[config.mk]
export PLATFORM = sky130hd
export DESIGN_NAME = key_press_classifier
export DESIGN_NICKNAME = d
export VERILOG_FILES = /design/src/rtl/kpc_pkg.sv /design/src/rtl/key_press_classifier.sv /design/src/rtl/kpc_lane.sv /design/src/rtl/kpc_merge.sv
export SDC_FILE = /design/constraint.sdc
export NUM_CORES = 1
export LEC_CHECK = 0
export BUFFER_PORTS_ARGS = -buffer_cell sky130_fd_sc_hd__buf_2
export CAP_MARGIN = 30
export CORE_AREA = 2 2 121 123
export CTS_CLUSTER_SIZE = 12
export DETAILED_ROUTE_END_ITERATION = 6
export DIE_AREA = 0 0 123 125
export GPL_TIMING_DRIVEN = 0
export HOLD_SLACK_MARGIN = 0.05
export PLACE_DENSITY = 0.76
export SETUP_SLACK_MARGIN = 0.15
export SYNTH_ARGS = -nofsm -noshare
export SYNTH_HDL_FRONTEND = slang
export SYNTH_SLANG_ARGS = --single-unit
[constraint.sdc]
create_clock -name clock -period 3.31 [get_ports clock]
set_input_delay 0.1655 -clock clock [delete_from_list [all_inputs] [get_ports clock]]
set_output_delay 0.1655 -clock clock [all_outputs]
set_load 0.05 [all_outputs]
[src/rtl/kpc_pkg.sv]
// kpc_pkg: shared types and constants for the key press classifier
`default_nettype none

package kpc_pkg;

   // widths fixed by the item and register fields
   localparam int LEVEL_BITS  = 6;
   localparam int CODE_BITS   = 4;
   localparam int NUMBER_BITS = 4;
   localparam int ACTION_BITS = 4;
   localparam int THR_BITS    = 8;
   localparam int CSR_IDX_BITS = 2;

   // register indexes
   localparam logic [CSR_IDX_BITS-1:0] CSR_LONG_TICKS = 2'd0;
   localparam logic [CSR_IDX_BITS-1:0] CSR_SHORT_MIN  = 2'd1;
   localparam logic [CSR_IDX_BITS-1:0] CSR_ENC_MODE   = 2'd2;

   // register reset values
   localparam logic [THR_BITS-1:0] LONG_TICKS_RESET = 8'd80;
   localparam logic [THR_BITS-1:0] SHORT_MIN_RESET  = 8'd2;

   // largest event code a set may write
   localparam logic [ACTION_BITS-1:0] ACTION_MAX = 4'd3;

   typedef enum logic [1:0] {
      EV_NONE  = 2'd0,
      EV_DOWN  = 2'd1,
      EV_SHORT = 2'd2,
      EV_LONG  = 2'd3
   } ev_type;

   typedef enum logic [1:0] {
      REQ_TICK = 2'd0,
      REQ_READ = 2'd1,
      REQ_SET  = 2'd2
   } req_kind_type;

   // one accepted item as broadcast to the lanes
   typedef struct packed {
      logic                   fire;
      req_kind_type           kind;
      logic [LEVEL_BITS-1:0]  levels;
      logic [CODE_BITS-1:0]   code;
      logic [NUMBER_BITS-1:0] number;
      logic [ACTION_BITS-1:0] action;
   } cmd_type;

   // configuration seen by every lane
   typedef struct packed {
      logic [THR_BITS-1:0] long_ticks;
      logic [THR_BITS-1:0] short_min;
      logic                encoded;
   } cfg_type;

   // merged result of one item
   typedef struct packed {
      ev_type event_code;
      logic   set_failed;
      logic   wake_request;
   } rsp_type;

endpackage

`default_nettype wire

[src/rtl/key_press_classifier.sv]
// key_press_classifier: short/long press classifier for a row of keys
//
//   channel | direction | handshake             | payload
//   req     | in        | req_valid/req_ready   | type, key_levels, key_code, key_number, set_action
//   rsp     | out       | rsp_valid/rsp_ready   | event_code, set_failed, wake_request
//   csr     | in        | csr_write_enable      | csr_index, csr_write_data
//
// Each key has its own lane. One item per cycle unless the output stalls; its result
// passes the merge stage into one output register and shows in the cycle after acceptance.
// req_ready is high whenever the output register is empty or being emptied.
// Synchronous reset restores the register defaults and clears all events, counts and locks.
// A stalled result holds in the output register and blocks new items until it is taken.
`default_nettype none

module key_press_classifier
   import kpc_pkg::*;
#(
   parameter int NUM_KEYS   = 6,
   parameter int COUNT_BITS = 8
) (
   input  wire logic                    clock,
   input  wire logic                    reset,
   input  wire logic                    req_valid,
   output logic                         req_ready,
   input  wire logic [1:0]              req_type,
   input  wire logic [LEVEL_BITS-1:0]   req_key_levels,
   input  wire logic [CODE_BITS-1:0]    req_key_code,
   input  wire logic [NUMBER_BITS-1:0]  req_key_number,
   input  wire logic [ACTION_BITS-1:0]  req_set_action,
   output logic                         rsp_valid,
   input  wire logic                    rsp_ready,
   output logic [1:0]                   rsp_event_code,
   output logic                         rsp_set_failed,
   output logic                         rsp_wake_request,
   input  wire logic                    csr_write_enable,
   input  wire logic [CSR_IDX_BITS-1:0] csr_index,
   input  wire logic [THR_BITS-1:0]     csr_write_data
);

   cfg_type cfg_ff, cfg_in;
   cmd_type cmd;
   rsp_type merged;
   rsp_type rsp_ff, rsp_in;
   logic    rsp_valid_ff, rsp_valid_in;
   logic    req_fire;

   ev_type  lane_event [NUM_KEYS];
   ev_type  lane_next  [NUM_KEYS];

   // configuration registers
   always_comb begin
      cfg_in = cfg_ff;
      if (csr_write_enable) begin
         case (csr_index)
            CSR_LONG_TICKS: cfg_in.long_ticks = csr_write_data;
            CSR_SHORT_MIN:  cfg_in.short_min  = csr_write_data;
            CSR_ENC_MODE:   cfg_in.encoded    = csr_write_data[0];
            default:        cfg_in = cfg_ff;
         endcase
      end
   end

   always_ff @(posedge clock) begin
      if (reset) begin
         cfg_ff.long_ticks <= LONG_TICKS_RESET;
         cfg_ff.short_min  <= SHORT_MIN_RESET;
         cfg_ff.encoded    <= 1'b0;
      end else begin
         cfg_ff <= cfg_in;
      end
   end

   // input handshake and item broadcast
   assign req_ready = ~rsp_valid_ff | rsp_ready;
   assign req_fire  = req_valid & req_ready;

   assign cmd.fire   = req_fire;
   assign cmd.kind   = req_kind_type'(req_type);
   assign cmd.levels = req_key_levels;
   assign cmd.code   = req_key_code;
   assign cmd.number = req_key_number;
   assign cmd.action = req_set_action;

   // one lane per key
   for (genvar k = 0; k < NUM_KEYS; k++) begin : g_lane
      kpc_lane #(
         .IDX        (k),
         .COUNT_BITS (COUNT_BITS)
      ) u_lane (
         .clock      (clock),
         .reset      (reset),
         .cmd        (cmd),
         .cfg        (cfg_ff),
         .event_cur  (lane_event[k]),
         .event_next (lane_next[k])
      );
   end

   kpc_merge #(
      .NUM_KEYS (NUM_KEYS)
   ) u_merge (
      .cmd        (cmd),
      .lane_event (lane_event),
      .lane_next  (lane_next),
      .rsp        (merged)
   );

   // output register
   always_comb begin
      rsp_valid_in = rsp_valid_ff & ~rsp_ready;
      rsp_in       = rsp_ff;
      if (req_fire) begin
         rsp_valid_in = 1'b1;
         rsp_in       = merged;
      end
   end

   always_ff @(posedge clock) begin
      if (reset) begin
         rsp_valid_ff <= 1'b0;
      end else begin
         rsp_valid_ff <= rsp_valid_in;
      end
   end

   always_ff @(posedge clock) begin
      rsp_ff <= rsp_in;
   end

   assign rsp_valid        = rsp_valid_ff;
   assign rsp_event_code   = rsp_ff.event_code;
   assign rsp_set_failed   = rsp_ff.set_failed;
   assign rsp_wake_request = rsp_ff.wake_request;

   // every accepted item yields a result in the next cycle
   a_accept_gives_rsp: assert property (@(posedge clock) disable iff (reset)
      req_valid && req_ready |=> rsp_valid)
      else $error("accepted item produced no result");

   // an empty output register never blocks the input
   a_empty_ready: assert property (@(posedge clock) disable iff (reset)
      !rsp_valid |-> req_ready)
      else $error("input stalled with empty output register");

   // a failed set never wakes
   a_fail_no_wake: assert property (@(posedge clock) disable iff (reset)
      rsp_valid && rsp_set_failed |-> !rsp_wake_request)
      else $error("failed set also requested wake");

   // a result with a nonzero event code (a read) carries no set or wake flags
   a_read_clean: assert property (@(posedge clock) disable iff (reset)
      rsp_valid && rsp_event_code != EV_NONE |-> !rsp_set_failed && !rsp_wake_request)
      else $error("read result mixed with set or wake flags");

   // a held result stays put while stalled
   a_hold_on_stall: assert property (@(posedge clock) disable iff (reset)
      rsp_valid && !rsp_ready |=> rsp_valid && $stable(rsp_ff))
      else $error("stalled result changed");

endmodule

`default_nettype wire

[src/rtl/kpc_lane.sv]
// kpc_lane: event, hold counter and lock of one key
`default_nettype none

module kpc_lane
   import kpc_pkg::*;
#(
   parameter int IDX        = 0,
   parameter int COUNT_BITS = 8
) (
   input  wire logic    clock,
   input  wire logic    reset,
   input  wire cmd_type cmd,
   input  wire cfg_type cfg,
   output ev_type       event_cur,
   output ev_type       event_next
);

   localparam int CMP_BITS = (COUNT_BITS > THR_BITS) ? COUNT_BITS : THR_BITS;
   localparam logic [COUNT_BITS-1:0] COUNT_MAX = {COUNT_BITS{1'b1}};
   localparam logic [NUMBER_BITS-1:0] MY_NUMBER = NUMBER_BITS'(IDX + 1);
   localparam logic [CODE_BITS-1:0]   MY_CODE   = CODE_BITS'(IDX);

   ev_type                event_ff, event_in;
   logic [COUNT_BITS-1:0] count_ff, count_in;
   logic                  lock_ff, lock_in;

   logic                  pin_pressed;
   logic                  pressed;
   logic                  selected;
   logic [COUNT_BITS-1:0] count_inc;
   logic [CMP_BITS-1:0]   count_inc_wide, count_wide;
   logic [CMP_BITS-1:0]   long_wide, short_wide;

   // per-pin line; keys beyond the level field read as released
   generate
      if (IDX < LEVEL_BITS) begin : g_pin
         assign pin_pressed = ~cmd.levels[IDX];
      end else begin : g_no_pin
         assign pin_pressed = 1'b0;
      end
   endgenerate

   assign pressed  = cfg.encoded ? (cmd.code == MY_CODE) : pin_pressed;
   assign selected = (cmd.number == MY_NUMBER);

   // saturating increment and common-width compares
   assign count_inc      = (count_ff == COUNT_MAX) ? count_ff : count_ff + 1'b1;
   assign count_inc_wide = CMP_BITS'(count_inc);
   assign count_wide     = CMP_BITS'(count_ff);
   assign long_wide      = CMP_BITS'(cfg.long_ticks);
   assign short_wide     = CMP_BITS'(cfg.short_min);

   // next state of this key
   always_comb begin
      event_in = event_ff;
      count_in = count_ff;
      lock_in  = lock_ff;
      if (cmd.fire) begin
         case (cmd.kind)
            REQ_TICK: begin
               if (pressed) begin
                  if (!lock_ff) begin
                     event_in = EV_DOWN;
                     count_in = count_inc;
                     if (count_inc_wide >= long_wide) begin
                        event_in = EV_LONG;
                        lock_in  = 1'b1;
                     end
                  end
               end else begin
                  if (count_wide >= short_wide && count_wide < long_wide) begin
                     event_in = EV_SHORT;
                  end
                  count_in = '0;
                  lock_in  = 1'b0;
               end
            end
            REQ_READ: begin
               if (selected) begin
                  event_in = EV_NONE;
               end
            end
            REQ_SET: begin
               if (selected && cmd.action <= ACTION_MAX && event_ff == EV_NONE) begin
                  event_in = ev_type'(cmd.action[1:0]);
               end
            end
            default: begin
               event_in = event_ff;
            end
         endcase
      end
   end

   always_ff @(posedge clock) begin
      if (reset) begin
         event_ff <= EV_NONE;
         count_ff <= '0;
         lock_ff  <= 1'b0;
      end else begin
         event_ff <= event_in;
         count_ff <= count_in;
         lock_ff  <= lock_in;
      end
   end

   assign event_cur  = event_ff;
   assign event_next = event_in;

endmodule

`default_nettype wire

[src/rtl/kpc_merge.sv]
// kpc_merge: combines the lane events into one result item
`default_nettype none

module kpc_merge
   import kpc_pkg::*;
#(
   parameter int NUM_KEYS = 6
) (
   input  wire cmd_type cmd,
   input  wire ev_type  lane_event [NUM_KEYS],
   input  wire ev_type  lane_next  [NUM_KEYS],
   output rsp_type      rsp
);

   ev_type sel_event;
   logic   sel_hit;
   logic   any_pending;

   // pick the addressed lane and look for any pending event
   always_comb begin
      sel_event   = EV_NONE;
      sel_hit     = 1'b0;
      any_pending = 1'b0;
      for (int k = 0; k < NUM_KEYS; k++) begin
         if (cmd.number == NUMBER_BITS'(k + 1)) begin
            sel_event = lane_event[k];
            sel_hit   = 1'b1;
         end
         if (lane_next[k] != EV_NONE) begin
            any_pending = 1'b1;
         end
      end
   end

   // result fields by request kind
   always_comb begin
      rsp.event_code   = EV_NONE;
      rsp.set_failed   = 1'b0;
      rsp.wake_request = 1'b0;
      case (cmd.kind)
         REQ_TICK: begin
            rsp.wake_request = any_pending;
         end
         REQ_READ: begin
            rsp.event_code = sel_event;
         end
         REQ_SET: begin
            if (!sel_hit || cmd.action > ACTION_MAX || sel_event != EV_NONE) begin
               rsp.set_failed = 1'b1;
            end else begin
               rsp.wake_request = 1'b1;
            end
         end
         default: begin
            rsp.event_code = EV_NONE;
         end
      endcase
   end

endmodule

`default_nettype wire
==> results_tabular.tex, run 1 <==
\begin{tabular}{lr}
\hline
Metric & Value \\
\hline
\multicolumn{2}{l}{\textbf{Setup path}} \\
\quad Data required time at the worst endpoint & 3.41 ns \\
\quad Critical Path Fanout Max & 13 \\
\quad Crit end category & flop \\
\quad Maximum single-stage delay on the critical path & 0.46 ns \\
\quad Destination of the worst register-to-register timing path & rsp\_wake\_request \\
\quad Slowest stage cell, crit path & ha\_1 \\
\quad Worst Setup Path Type & reg2reg \\
\quad Crit path launch type & flop \\
\quad Arr. time, crit path & 3.65 ns \\
\quad Reg-to-reg critical path startpoint & cfg\_ff[15] \\
\quad R2R cell count & 11 \\
\quad Register-to-Register Setup Slack & -0.24 ns \\
\quad Cell chain of the critical path & clkinvlp\_4 -> ha\_1 -> a21o\_1 -> a221oi\_1 -> o21ai\_1 -> a211oi\_1 -> nor2\_1 -> o21bai\_1 -> nor4b\_2 -> nand4\_1 -> o31a\_1 \\
\multicolumn{2}{l}{\textbf{Pwr}} \\
\quad Switch share & 0.297 \\
\quad Clk pwr share & 0.394 \\
\quad Relative contribution of sequential cells to total power & 0.441 \\
\quad Part of the total power dissipated in combinational logic & 0.164 \\
\quad Ratio of total power to cell area & 271 mW/mm\^{}2 \\
\quad Cell-internal power & 1.74 mW \\
\quad Switching component of the power & 0.737 mW \\
\quad Leak pwr & 3.87 nW \\
\quad Peak supply drop & 0.316 mV \\
\multicolumn{2}{l}{\textbf{Routing}} \\
\quad Vias per Instance & 6.30 \\
\quad Residual DRC & 0 \\
\quad Avg WL per Cell & 19.5 um \\
\quad Length of the first detailed-routing pass in iterations & 5 \\
\quad Initial drt markers & 764 \\
\quad Residual antenna-violating net count after detailed routing & 0 \\
\quad Total via count in the routed design & 7939 \\
\quad Final routed wirelength across all metal layers & 24600 um \\
\multicolumn{2}{l}{\textbf{STA}} \\
\quad Setup-failing EPs final & 2 \\
\quad Endpoints failing hold & 0 \\
\quad Final setup skew & 0.00588 ns \\
\quad Final period util & 1.07 \\
\quad Least-Margin Pin Slew & 0.866 ns \\
\quad Unrepaired setup endpoints after global routing & true \\
\quad Highest clock rate & 281 MHz \\
\quad Worst rel slew slack & 0.422 \\
\quad Time the final worst path needs with I/O delays and setup & 3.55 ns \\
\quad Worst setup margin & -0.245 ns \\
\quad Max-slew violation count & 0 \\
\quad Accumulated negative setup slack & -0.453 ns \\
\multicolumn{2}{l}{\textbf{Clock tree}} \\
\quad H-tree levels & 3 \\
\quad Number of clock sinks & 88 \\
\quad Clock-pin transition on the worst setup and hold timing paths & 0.06 ns \\
\quad Maximum clock path buffer count & 2 \\
\quad Number of clock buffers inserted by TritonCTS & 9 \\
\quad Master cell of the clock root buffer & clkbuf\_16 \\
\quad Worst skew pair latency & 0.35 ns \\
\quad CTS tree & yes \\
\multicolumn{2}{l}{\textbf{Global route}} \\
\quad Sum of overflow across all layers after global routing & 0 \\
\quad Met2 Use GR & 0.497 \\
\quad Largest net degree at the start of global routing & 14 \\
\quad Total Routing Usage GR & 0.323 \\
\quad Wire length of the first global-routing pass & 38800 um \\
\quad Most heavily used metal layer in global routing & met2 \\
\quad Met1 usage & 0.442 \\
\quad Initial antenna violation count & 0 \\
\quad Met3 global-route usage & 0.0707 \\
\quad Vias in the first global route & 7537 \\
\multicolumn{2}{l}{\textbf{Floorplan}} \\
\quad Die width & 123 um \\
\quad Initial Util & 0.553 \\
\quad Die outline area & 0.0154 mm\^{}2 \\
\quad Y dimension of the die & 125 um \\
\quad Cell Rows & 44 \\
\quad Num ports & 41 \\
\quad Area inside the core boundary & 0.0142 mm\^{}2 \\
\multicolumn{2}{l}{\textbf{Logic synthesis}} \\
\quad Synth Warn \# & 0 \\
\quad Post-synthesis sequential area ratio & 0.230 \\
\quad Count of state elements after synthesis & 88 \\
\quad Number of library cell types mapped by synthesis & 75 \\
\quad Post-Synthesis Mean Instance Area & 7.96 um\^{}2 \\
\quad Area of the mapped netlist & 0.00785 mm\^{}2 \\
\quad Synth Flop Type & dfxtp\_1 \\
\quad Net count after synthesis & 1165 \\
\quad Number of flops mapped to enable cells by yosys & 4 \\
\quad Post-synthesis instance total & 986 \\
\quad Fraction of synthesis flops using an asynchronous set or reset pin & 0 \\
\multicolumn{2}{l}{\textbf{Cells and area}} \\
\quad Layout-stage area growth over the synthesis result & 16.6\% \\
\quad Layout net count & 1251 \\
\quad Proportion of layout cells with a drive suffix above 1 & 0.158 \\
\quad Antenna diode instance count & 0 \\
\quad Finished layout cell area & 0.00915 mm\^{}2 \\
\multicolumn{2}{l}{\textbf{Place}} \\
\quad Area after DPL & 0.00834 mm\^{}2 \\
\quad Detailed placer's ending HPWL & 17100 um \\
\quad RePlAce Congestion & 1.00 \\
\quad Port-buffer cells & 37 \\
\multicolumn{2}{l}{\textbf{Flow run}} \\
\quad Number of max-capacitance violations reported & 0 \\
\multicolumn{2}{l}{\textbf{Run status}} \\
\quad Violated checks & setup timing \\
\quad Status & complete, but fails checks \\
\multicolumn{2}{l}{\textbf{Hold path}} \\
\quad Startpoint of the worst hold path & csr\_write\_data[6] \\
\quad Endpoint with the worst hold slack & cfg\_ff[15] \\
\quad Class of the most critical hold timing path & in2reg \\
\quad Worst hold path cell count & 2 \\
\hline
\end{tabular}
==> kinds of logic after synthesis <==
| family | after synthesis | share of synthesized area |
|---|---|---|
| AOI/OAI and AO/OA | 268 | 0.222 |
| xor gates and xnor gates | 24 | 0.0268 |
| muxes | 17 | 0.0228 |
| adders and majority gates | 144 | 0.230 |
| DFF | 88 | 0.230 |
| and+or+nand+nor | 375 | 0.234 |
| buffers and inverters | 70 | 0.0349 |
==> timing repair <==
action                                  in CTS  in global routing
endpoints found under the setup margin       2                  6
pin swaps                                   25                 15
setup buffers                               27                  9
endpoints found under the hold margin        1                  0
gates cloned                                 0                  0
gates resized for setup                     50                 27
hold buffers                                 1                  0
==> registers in the layout, indices dropped and copies added (netlist names) <==
register                 cells
g_lane.u_lane.count_ff      48
rsp_wake_request             1
rsp_valid                    1
rsp_event_code               2
g_lane.u_lane.lock_ff        6
cfg_ff                      17
rsp_set_failed               1
g_lane.u_lane.event_cur     12
==> final cells by class <==
| type | count | area [um^2] |
|---|---|---|
| multi-input combinational | 828 | 6020 |
| fill | 1248 | 5050 |
| sequential | 88 | 1860 |
| timing repair buffer | 75 | 485 |
| clock buffer | 12 | 246 |
| tap | 184 | 230 |
| inverter | 44 | 173 |
| buffer | 26 | 119 |
| clock inverter | 4 | 20.0 |
==> cell usage after synthesis (all sizes together), types with 23 or more instances <==
| master | count | area (um^2) |
|---|---|---|
| a21oi | 78 | 394 |
| a22oi | 35 | 263 |
| dfxtp | 84 | 1680 |
| ha | 144 | 1800 |
| inv | 44 | 165 |
| nand2 | 58 | 225 |
| nand3 | 33 | 165 |
| nor2 | 154 | 578 |
| nor3 | 25 | 135 |
| o21ai | 48 | 240 |
| xnor2 | 23 | 201 |
==> worst max-delay path by stage <==
stage                        to  depth (start not counted)  slack, ns                         start
4_1_cts        rsp_wake_request                         15      -0.12  g_lane[1].u_lane.count_ff[0]
2_1_floorplan  rsp_wake_request                         15       0.07  g_lane[1].u_lane.count_ff[1]
3_5_place_dp   rsp_wake_request                         15      -0.47  g_lane[3].u_lane.count_ff[1]
5_1_grt        rsp_wake_request                         15      -0.36  g_lane[1].u_lane.count_ff[0]
3_3_place_gp   rsp_wake_request                         14      -0.49  g_lane[1].u_lane.count_ff[3]
6_report       rsp_wake_request                         11      -0.24                    cfg_ff[15]
==> stage by stage <==
stage	std cells	util	power, mW	worst slack, ns	hold WS (ns)
2_1_floorplan	986	-	1.37	0.0697	0.283
3_3_place_gp	1207	0.587	1.49	-0.488	0.394
3_5_place_dp	1208	0.587	1.50	-0.470	0.403
4_1_cts	1252	0.632	2.46	-0.124	0.0537
5_1_grt	1261	0.644	2.57	-0.364	0.0553
6_report	1261	0.644	2.48	-0.245	0.0528
==> cells in the final DEF (no fill, tap or decap), types with 5 or more instances in the layout <==
cell,Yosys,final
o211ai_1,6,6
a22oi_1,35,35
o21ai_1,9,12
nand4_1,21,21
a211oi_1,17,12
a21o_1,13,13
o21ai_0,39,35
nand3_1,33,27
buf_2,3,41
clkbuf_16,0,9
o22ai_1,5,5
xnor2_1,23,20
dfxtp_4,0,11
a211o_1,7,7
a211oi_2,0,5
buf_6,1,5
mux2i_1,10,10
nand2_1,57,53
dfxtp_1,84,61
nor2_1,154,148
and3_1,12,12
nor4_1,6,6
nor3_1,23,23
clkbuf_1,21,22
a21oi_1,77,74
ha_1,144,140
dfxtp_2,0,12
nor3b_1,8,8
buf_4,0,32
nand2b_1,18,17
inv_1,41,39
a31oi_1,10,10
o21a_1,6,6
nor2b_1,13,13
==> power by group through the flow <==
| stage | clock network [mW] | registers (mW) | logic (mW) |
|---|---|---|---|
| after floorplan | 0 | 1.13 | 0.236 |
| after global placement | 0 | 1.12 | 0.370 |
| after detailed placement | 0 | 1.12 | 0.377 |
| after CTS | 0.982 | 1.09 | 0.388 |
| after global routing | 1.03 | 1.10 | 0.444 |
| final | 0.977 | 1.09 | 0.408 |
==> per-layer routing <==
layer	part of all wire	wire length (um)
met4	0.037	921
met2	0.45	11000
met1	0.43	10700
met5	0	0
met3	0.082	2020
==> worst max-delay path, delay by kind of cell, from the launching register on <==
family | cells | cell delay [ns]
flops | 1 | 0.35
simple gates | 3 | 0.52
compound gates | 6 | 1.55
buf+inv | 1 | 0.39
fa+ha+maj | 1 | 0.46
Power figures use the tool's default switching activity.
==> inputs of run 2 (changes only) <==
Settings changed: RECOVER_POWER set to 25.
==> run 2 against run 1 <==
The flow still finishes with violations (setup timing). Critical path depth rose by 4. Flip-flop and latch count stayed put. First-iteration DRC count increased by 9.4%. Critical endpoint unchanged. Sequential share of layout area hardly changed. Clock skew up 0.00076 ns. Via count shrank 0.15%. Global-route usage did not move.
==> results_tabular.tex, run 2 (synthesized netlist as in run 1, its figures left out) <==
\begin{tabular}{lr}
\hline
Metric & Value \\
\hline
\multicolumn{2}{l}{\textbf{Cells and area}} \\
\quad Most common cell after layout, fill and taps aside & nor2\_1 \\
\quad Top register by number of flip-flops & g\_lane.u\_lane.count\_ff \\
\quad Antenna diode instance count & 0 \\
\quad Layout net count & 1251 \\
\quad Layout-stage area growth over the synthesis result & 16.5\% \\
\quad Number of flip-flops under the largest register name & 48 \\
\quad Proportion of layout cells with a drive suffix above 1 & 0.149 \\
\quad Most frequent cells in the layout & nor2\_1 (148), ha\_1 (140), a21oi\_1 (74) \\
\multicolumn{2}{l}{\textbf{Clock tree}} \\
\quad Number of clock sinks & 88 \\
\quad Master cell of the clock root buffer & clkbuf\_16 \\
\quad Number of clock buffers inserted by TritonCTS & 9 \\
\quad CTS tree & yes \\
\quad Maximum clock path buffer count & 2 \\
\quad Worst skew pair latency & 0.35 ns \\
\quad H-tree levels & 3 \\
\quad Clock-pin transition on the worst setup and hold timing paths & 0.06 ns \\
\multicolumn{2}{l}{\textbf{Routing}} \\
\quad Residual DRC & 0 \\
\quad Avg WL per Cell & 19.6 um \\
\quad Final routed wirelength across all metal layers & 24700 um \\
\quad Initial drt markers & 836 \\
\quad Vias per Instance & 6.29 \\
\quad Length of the first detailed-routing pass in iterations & 6 \\
\quad Residual antenna-violating net count after detailed routing & 0 \\
\quad Total via count in the routed design & 7927 \\
\multicolumn{2}{l}{\textbf{Pwr}} \\
\quad Part of the total power dissipated in combinational logic & 0.164 \\
\quad Relative contribution of sequential cells to total power & 0.442 \\
\quad Switch share & 0.298 \\
\quad Ratio of total power to cell area & 271 mW/mm\^{}2 \\
\quad Leak pwr & 3.85 nW \\
\quad Clk pwr share & 0.395 \\
\quad Peak supply drop & 0.316 mV \\
\quad Cell-internal power & 1.74 mW \\
\quad Switching component of the power & 0.739 mW \\
\quad Power, Total & 2.48 mW \\
\multicolumn{2}{l}{\textbf{STA}} \\
\quad Setup-failing EPs final & 2 \\
\quad Least-Margin Pin Slew & 0.855 ns \\
\quad Worst setup margin & -0.246 ns \\
\quad Final setup skew & 0.00664 ns \\
\quad Max-slew violation count & 0 \\
\quad Final period util & 1.07 \\
\quad Time the final worst path needs with I/O delays and setup & 3.56 ns \\
\quad Worst rel slew slack & 0.430 \\
\quad Unrepaired setup endpoints after global routing & true \\
\quad Endpoints failing hold & 0 \\
\quad Highest clock rate & 281 MHz \\
\multicolumn{2}{l}{\textbf{Global route}} \\
\quad Sum of overflow across all layers after global routing & 0 \\
\quad Wire length of the first global-routing pass & 38800 um \\
\quad Initial antenna violation count & 0 \\
\quad Largest net degree at the start of global routing & 14 \\
\quad Total Routing Usage GR & 0.323 \\
\quad Vias in the first global route & 7537 \\
\multicolumn{2}{l}{\textbf{Place}} \\
\quad RePlAce Congestion & 1.00 \\
\quad Placement Setup Slack & -0.470 ns \\
\quad Port-buffer cells & 37 \\
\quad Detailed placer's ending HPWL & 17100 um \\
\multicolumn{2}{l}{\textbf{Setup path}} \\
\quad Worst setup path startpoint & g\_lane[1].u\_lane.count\_ff[0] \\
\quad Critical Path Fanout Max & 5 \\
\quad Destination of the worst register-to-register timing path & rsp\_wake\_request \\
\quad Register-to-Register Setup Slack & -0.25 ns \\
\quad R2R cell count & 15 \\
\quad Reg-to-reg critical path startpoint & g\_lane[1].u\_lane.count\_ff[0] \\
\quad Data required time at the worst endpoint & 3.40 ns \\
\quad Crit path to & rsp\_wake\_request \\
\quad Crit path launch type & flop \\
\quad Crit end category & flop \\
\quad Arr. time, crit path & 3.65 ns \\
\quad Worst Setup Path Type & reg2reg \\
\multicolumn{2}{l}{\textbf{Floorplan}} \\
\quad Die outline area & 0.0154 mm\^{}2 \\
\quad Die width & 123 um \\
\quad Area inside the core boundary & 0.0142 mm\^{}2 \\
\quad Num ports & 41 \\
\quad Y dimension of the die & 125 um \\
\quad Cell Rows & 44 \\
\quad Initial Util & 0.553 \\
\multicolumn{2}{l}{\textbf{Run status}} \\
\quad Status & complete, but fails checks \\
\quad Violated checks & setup timing \\
\multicolumn{2}{l}{\textbf{Flow run}} \\
\quad Number of max-capacitance violations reported & 0 \\
\multicolumn{2}{l}{\textbf{Hold path}} \\
\quad Class of the most critical hold timing path & in2reg \\
\hline
\end{tabular}
==> run 2: changes by cell type in the layout (fill, tap and decap cells not counted), sizes merged <==
cell	delta
inv	-1
buf	-7
clkbuf	+7
clkinv	+1
==> run 2: layout make-up <==
cell class	count	area, um^2
well taps	184	230
plain buffers	26	119
multi-input cells	828	6020
clock buffers	12	246
fillers	1251	5060
clock inverters	4	20.0
flip-flops and latches	88	1860
inverters	44	173
repair buffers	75	477
==> run 2: repair_timing <==
item,in CTS,in global routing
endpoints found under the hold margin,1,0
endpoints found under the setup margin,2,6
setup buffers,27,9
hold buffers,1,0
gates resized for setup,50,27
pin swaps,25,15
==> run 2: through the flow <==
stage                     hold slack (ns)  TNS, ns  instance area [um^2]   util  instances
after floorplan                     0.283        0                  7920      -        986
after global placement              0.394   -0.488                  8330  0.587       1207
after detailed placement            0.403   -0.470                  8340  0.587       1208
after CTS                          0.0537   -0.124                  8980  0.632       1252
after global routing               0.0553   -0.683                  9150  0.644       1261
final                              0.0523   -0.458                  9150  0.644       1261
==> run 2: worst max-delay path, cell delays in order, from the launching register on <==
cell and delay, ns:
dfxtp_4 0.36, ha_4 0.16, nand2_4 0.06, nor2_4 0.12, nand3_4 0.13, mux2_4 0.36
ha_4 0.16, or4_4 0.49, a21oi_4 0.16, o31ai_4 0.08, o21a_1 0.21, o21ai_2 0.16
o211ai_1 0.14, nor4b_2 0.27, nand4_1 0.16, o31a_1 0.29
==> run 2: power by group through the flow <==
| stage | combinational [mW] | clock, mW | sequential [mW] |
|---|---|---|---|
| 3_5_place_dp | 0.377 | 0 | 1.12 |
| 4_1_cts | 0.388 | 0.982 | 1.09 |
| 2_1_floorplan | 0.236 | 0 | 1.13 |
| 5_1_grt | 0.442 | 1.03 | 1.10 |
| 6_report | 0.407 | 0.978 | 1.09 |
| 3_3_place_gp | 0.370 | 0 | 1.12 |
==> run 2: how the worst min path moves through the flow <==
stage | start | end | slack (ns) | depth (start not counted)
after global placement | csr_write_data[6] | cfg_ff[15] | 0.39 | 2
after detailed placement | csr_write_data[4] | cfg_ff[13] | 0.40 | 2
after floorplan | csr_write_data[4] | cfg_ff[13] | 0.28 | 1
after global routing | csr_write_data[6] | cfg_ff[15] | 0.06 | 2
after CTS | csr_write_data[6] | cfg_ff[15] | 0.05 | 2
final | csr_write_data[6] | cfg_ff[15] | 0.05 | 2
==> run 2: metal layers <==
layer  share of wire  GRT usage  routed length (um)
met3           0.086     0.0707                2110
met2            0.45      0.497               11000
met4           0.038      0.116                 937
met5               0          0                   0
met1            0.43      0.442               10600
